$ cat config.mk
export PLATFORM = sky130hd
export DESIGN_NAME = kmct_div
export DESIGN_NICKNAME = d
export VERILOG_FILES = /design/src/hdl/kmct_div.sv
export SDC_FILE = /design/constraint.sdc
export NUM_CORES = 1
export LEC_CHECK = 0
export BUFFER_PORTS_ARGS = -buffer_cell sky130_fd_sc_hd__buf_4
export CORE_AREA = 2 2 114 116
export DETAILED_ROUTE_END_ITERATION = 16
export DIE_AREA = 0 0 116 118
export GPL_ROUTABILITY_DRIVEN = 0
export PLACE_DENSITY = 0.66
export SYNTH_ARGS = -nofsm -noshare
export SYNTH_HDL_FRONTEND = slang
export SYNTH_SLANG_ARGS = --single-unit
$ cat constraint.sdc
create_clock -name clk -period 5.64 [get_ports clk]
set_input_delay 0.564 -clock clk [delete_from_list [all_inputs] [get_ports clk]]
set_output_delay 0.564 -clock clk [all_outputs]
set_load 0.005 [all_outputs]
$ cat src/hdl/kmct_div.sv
// Restoring unsigned divider, one quotient bit per cycle.
// No dependencies; shared by the mean distortion and the centroid update.
`default_nettype none
module kmct_div #(
	parameter int DVD_WIDTH = 55,
	parameter int DVS_WIDTH = 13
) (
	input  wire logic                 clk,
	input  wire logic                 arst_n,
	input  wire logic                 start,
	input  wire logic [DVD_WIDTH-1:0] dividend,
	input  wire logic [DVS_WIDTH-1:0] divisor,
	output logic                      done,
	output logic      [DVD_WIDTH-1:0] quotient
);
	localparam int CW = $clog2(DVD_WIDTH + 1);

	logic [DVD_WIDTH-1:0] dvd_q;
	logic [DVS_WIDTH-1:0] dvs_q;
	logic [DVS_WIDTH-1:0] rem_q;
	logic [CW-1:0]        cnt_q;
	logic                 done_q;
	logic [DVS_WIDTH:0]   trial;
	logic                 fits;

	// trial subtraction of the next bit
	assign trial = {rem_q, dvd_q[DVD_WIDTH-1]};
	assign fits  = trial >= {1'b0, dvs_q};

	always_ff @(posedge clk or negedge arst_n) begin
		if (!arst_n) begin
			cnt_q  <= '0;
			done_q <= 1'b0;
		end else begin
			done_q <= 1'b0;
			if (start) begin
				cnt_q <= CW'(DVD_WIDTH);
			end else if (cnt_q != '0) begin
				cnt_q <= cnt_q - 1'b1;
				if (cnt_q == CW'(1)) begin
					done_q <= 1'b1;
				end
			end
		end
	end

	// quotient bits shift in behind the dividend
	always_ff @(posedge clk) begin
		if (start) begin
			dvd_q <= dividend;
			dvs_q <= divisor;
			rem_q <= '0;
		end else if (cnt_q != '0) begin
			dvd_q <= {dvd_q[DVD_WIDTH-2:0], fits};
			rem_q <= fits ? DVS_WIDTH'(trial - {1'b0, dvs_q}) : trial[DVS_WIDTH-1:0];
		end
	end

	assign done     = done_q;
	assign quotient = dvd_q;
endmodule
`default_nettype wire

Yosys cells after proc, flatten, opt, wreduce, memory -nomap -nowiden:

Cells that the tools add are included.

* add/sub/neg operators: 2
* $mul: 0
* div/mod/pow operators: 0
* $lt $le $gt $ge: 1
* eq/ne operators: 1
* shift-type cells: 0
* mux-type cells: 8
* bitwise operators: 0
* reduce and logical (&&, ||, !) cells: 2

Operators with widths (number)
* 2-to-1 mux 55 bit: 2
* greater-or-equal comparator 14 x 13 -> 1 bit: 1
* 2-to-1 mux 13 bit: 1
* subtractor 13 bit: 1
* 2-to-1 mux 6 bit: 2
* equality test 6 x 1 -> 1 bit (second input constant): 1
* nonzero test 6 bit: 1
* subtractor 6 x 1 -> 6 bit (second input constant): 1
* 2-to-1 mux 1 bit: 3
* nonzero test 2 bit: 1

* register bits: 88
* bits in latches: 0
* bits in writable memories: 0
* ROM bits: 0
* output and inout bits: 56
* word-level logic and storage cells: 19
* memories kept: 0

Logic depth before layout (Yosys ltp):

* depth in word-level cells: 4
* gate-level depth with buffers: 11

Worst setup path after synthesis:

OpenSTA, ideal clock, no wires.

* kind: register to register
* start point: register cnt_q[2]
* end point: register dvd_q[0], in the netlist quotient[0], enable pin
* arrival: 2.037 ns
* required time: 5.009 ns
* path slack: 2.973 ns
* cell stages (with the launch flop): 5
* buffers on the path: 1
* cell sequence: dfrtp_1 nor4_1 and2_1 buf_4 nand2_1

* cells in the longest elaborated chain, start to end: 2

Ends and longest elaborated chain
* from (decl): line 21 `logic [CW-1:0] cnt_q;`
* from (signal assigned): line 37 `cnt_q <= CW'(DVD_WIDTH);`
* from (signal assigned): line 39 `cnt_q <= cnt_q - 1'b1;`
* nonzero test 6 bit: line 53 `end else if (cnt_q != '0) begin`
* nonzero test 2 bit (no line)
* to (signal assigned): line 50 `dvd_q <= dividend;`
* to (signal assigned): line 54 `dvd_q <= {dvd_q[DVD_WIDTH-2:0], fits};`
* to (decl): line 18 `logic [DVD_WIDTH-1:0] dvd_q;`

No other way between the ends.
A chain may end at the register's enable or synchronous reset.

Final worst setup path:

* start point: register dvd_q[54], in the netlist quotient[54]
* end point: register rem_q[10]

* cells in the longest elaborated chain, start to end: 2
* elaborated cells between the ends (all ways): 3

Ends and longest elaborated chain
* subtractor 13 bit / greater-or-equal comparator 14 x 13 -> 1 bit (equally long branches): line 55, 28
* 2-to-1 mux 13 bit (*): line 55 `rem_q <= fits ? DVS_WIDTH'(trial - {1'b0, dvs_q}) : trial[DVS_WIDTH-1:0];`
* to (signal assigned): line 55
* to (decl): line 20 `logic [DVS_WIDTH-1:0] rem_q;`

Every way passes the cells marked *; elsewhere a longest branch is shown, timed or not.

==> impl_metrics.env <==
export IMPL_status="complete, no violations"
export IMPL_ff2ff_path_depth=10
export IMPL_synth_top_area_share_pct=48.2
export IMPL_cp_end_kind="flop"
export IMPL_clkTransAtPathRegs_ns=0.06
export IMPL_fin_area_um2=5610
export IMPL_syn_to_final_growth_pct=32.5
export IMPL_io_buffers=126
export IMPL_overflow=0
export IMPL_synth_edff_count=68
export IMPL_relSlewSlack_pct=30.6
export IMPL_pwr_share_comb_pct=24.3
export IMPL_drc=0
export IMPL_crit_fanout=3
export IMPL_multiInputGateArea_um2=1620
export IMPL_avgViaCountPerCell=4.79
export IMPL_setup_tns_final_ns=0
export IMPL_reg2reg_to="rem_q[10]"
export IMPL_io_pins=127
export IMPL_slew_viol_final=0
export IMPL_drt_first_pass_iters=4
export IMPL_maxCapViolCount=0
export IMPL_synth_warnings=0
export IMPL_clock_path_buffers=2
export IMPL_num_antenna_cells=0
export IMPL_fp_dieW_um=116
export IMPL_worst_slew_pin_slew_ns=1.04
export IMPL_finalPower_uw=1860
export IMPL_dp_cells=604
export IMPL_start_util_pct=34.1
export IMPL_grtUsageTotal_pct=14.2
export IMPL_rrSetupSlack_ns=3.23
export IMPL_r2r_start="quotient[54]"
export IMPL_max_freq_ghz=0.415
export IMPL_layout_cells_non_filler=619
export IMPL_cts_tree="built"
export IMPL_grt_pass1_vias=3085
export IMPL_first_iter_violations=128
export IMPL_antenna_found_initial=0
export IMPL_switchingPower_uw=494
export IMPL_fp_coreArea_um2=12400
export IMPL_wire_per_inst_um=15.3
export IMPL_post_dp_hpwl_mm=6.67
export IMPL_cts_buffers=9
export IMPL_postCtsHoldBufs=0
export IMPL_hold_path_class="in -> async"
export IMPL_htree_levels=3
export IMPL_startpoint_type="flop"
export IMPL_swShare_pct=26.5
export IMPL_routed_wl_mm=9.49
export IMPL_syn_inst=318
export IMPL_synthTopCellsByArea="edfxtp_1 48%, mux2_2 15%, dfxtp_1 6.1%, ha_1 4.4%, dfrtp_1 4.1%"
export IMPL_nets=530
export IMPL_path_class="reg -> reg"
export IMPL_cts_root_buf="clkbuf_16"
export IMPL_drive_above_1_share_pct=44.5
export IMPL_power_share_clock_pct=30.8
export IMPL_vias=2968
export IMPL_finalCritPeriodShare_pct=42.7
export IMPL_p_seq_share_pct=44.9
export IMPL_p_per_area_nw_per_um2=332
export IMPL_crit_path_max_incr_delay_ns=0.40
export IMPL_critPathArrivalTime_ns=2.65
export IMPL_rsz0062_at_grt="no"
export IMPL_fillers=1185
export IMPL_path_cells="inv_1, ha_1, fa_1, nor2b_1, o21ai_1, a21boi_0, a41oi_1, xnor2_1, mux2i_1, a211oi_1"
export IMPL_dpl_cell_area_um2=5340
export IMPL_setup_viol=0
export IMPL_cts_setup_buffers=0
export IMPL_synth_main_ff_cell="edfxtp_1"
export IMPL_period_needed_ns=2.41
export IMPL_worstSkewPairLatency_ns=0.34
export IMPL_p_leak_uw=0.00238
export IMPL_skew_ns=0.00488
export IMPL_cts_sinks=88
export IMPL_post_cts_resized=0
export IMPL_register_area_um2=2480
export IMPL_crit_required_ns=5.88
export IMPL_ys_ff_latch=88
export IMPL_critPathLaunch="quotient[54]"
export IMPL_crit_end="rem_q[10]"
export IMPL_avgSynthCellArea_um2=13.3
export IMPL_grt_max_degree=85
export IMPL_internal_power_uw=1370
export IMPL_rows=41
export IMPL_fp_dieArea_um2=13700
export IMPL_final_hold_violation_count=0
export IMPL_antenna_left=0
export IMPL_yosysTopAreaCell="edfxtp_1"
export IMPL_die_h_um=118
export IMPL_yosysSeqAreaShare_pct=58.5
export IMPL_cp_slowest_cell="fa_1"
export IMPL_synth_net_count=405
export IMPL_syn_area_um2=4240
export IMPL_synthArstFlopShare_pct=7.95
export IMPL_ir_worst_vdd_mv=0.153
export IMPL_grt_pass1_wl_mm=15.3
export IMPL_synth_cell_types=41
## how the worst min path moves through the flow
| stage | cells after the start | to | slack [ns] |
|---|---|---|---|
| 3_3_place_gp | 1 | done | 0.38 |
| 4_1_cts | 1 | done | 0.03 |
| 5_1_grt | 1 | done | 0.03 |
| 6_report | 1 | done | 0.03 |
| 3_5_place_dp | 1 | done | 0.39 |
| 2_1_floorplan | 0 | cnt_q[0] | 0.27 |
## placed cells by master, fill, tap and decap left out, types with 4 or more instances in the layout
cell       synthesis  layout
a211oi_1           9       9
a21o_1             4       4
a21oi_1           10      10
buf_4              1     128
clkbuf_16          0       9
dfrtp_1            7       7
dfxtp_1           13      13
edfxtp_1          68      68
ha_1              15      15
inv_1             17      17
mux2_2            55      55
mux2i_1            7       7
nand2_1           14      13
nand2b_1           4       4
nand3_1            6       6
nor2_1            20      20
nor4_1             4       4
o21ai_0            7       7
xnor2_1           10      10
## synth_stat cells, types with 2 or more instances
master	number
dfrtp_1	7
nand3_1	6
nand2_1	14
a21boi_0	2
o21ai_0	7
and3_1	3
a211o_1	2
ha_1	15
dfxtp_1	13
a21o_1	4
xnor2_1	10
o211ai_1	3
nand2b_1	4
mux2_2	55
a41oi_1	3
clkbuf_1	10
inv_1	17
and2_1	2
a21oi_1	10
mux2i_1	7
edfxtp_1	68
buf_6	3
nor2_1	20
o21ai_1	2
nor4_1	4
a211oi_1	9
a311oi_1	2
o21a_1	2
nor3_1	2
## power groups by stage
| stage | logic, µW | clock network, µW | registers [µW] |
|---|---|---|---|
| after floorplan | 301 | 0 | 841 |
| final | 453 | 573 | 837 |
| after detailed placement | 454 | 0 | 848 |
| after global routing | 501 | 611 | 848 |
| after global placement | 445 | 0 | 846 |
| after CTS | 457 | 589 | 838 |
## flip-flops by register name, summed over array words and instances (netlist names)
name and flops:
cnt_q 6, done 1, quotient 55, rem_q 13
dvs_q 13
## cells by family (layout without fill, tap and decap cells)
logic type | count (synthesis) | count (layout) | share of synthesized area, %
adder cells (fa/ha/maj) | 16 | 16 | 4.90
multiplexers | 62 | 62 | 16.3
AO/OA/AOI/OAI | 50 | 50 | 8.09
AND/OR/NAND/NOR | 59 | 59 | 6.53
XOR/XNOR | 11 | 11 | 2.27
buffers and inverters | 32 | 161 | 3.46
flip-flops | 88 | 88 | 58.5
## final cells by class
type	count	share of cell area [%]
tap	172	3.83
clock inverter	5	0.869
multi-input combinational	198	28.8
timing repair buffer	128	17.1
sequential	88	44.1
clock buffer	10	4.08
inverter	18	1.20
## metal layers
layer  vias up  global-route usage, %  wire, µm
li1       1434                      -         -
met1      1425                   17.0      3930
met2        96                   22.6      4540
met3        13                   6.28       864
met4         0                   4.99       148
met5         -                      0         0
## critical path: cells and delay by family (launching register included)
kind                       cells  cell delay, ns
and+or+nand+nor                1            0.17
AOI/OAI and AO/OA              4            0.85
adders and majority gates      2            0.61
buffers and inverters          1            0.06
DFF                            1            0.38
muxes                          1            0.09
xor gates and xnor gates       1            0.17
## metrics by stage
step | hold slack [ns] | utilization, % | setup slack, ns
finish | 0.0330 | 45.2 | 3.23
floorplan | 0.268 | - | 2.97
global placement | 0.380 | 43.0 | 3.31
detailed placement | 0.385 | 43.0 | 3.25
global route | 0.0268 | 45.2 | 3.00
CTS | 0.0259 | 45.2 | 3.23
(Power assumes the default switching activity.)
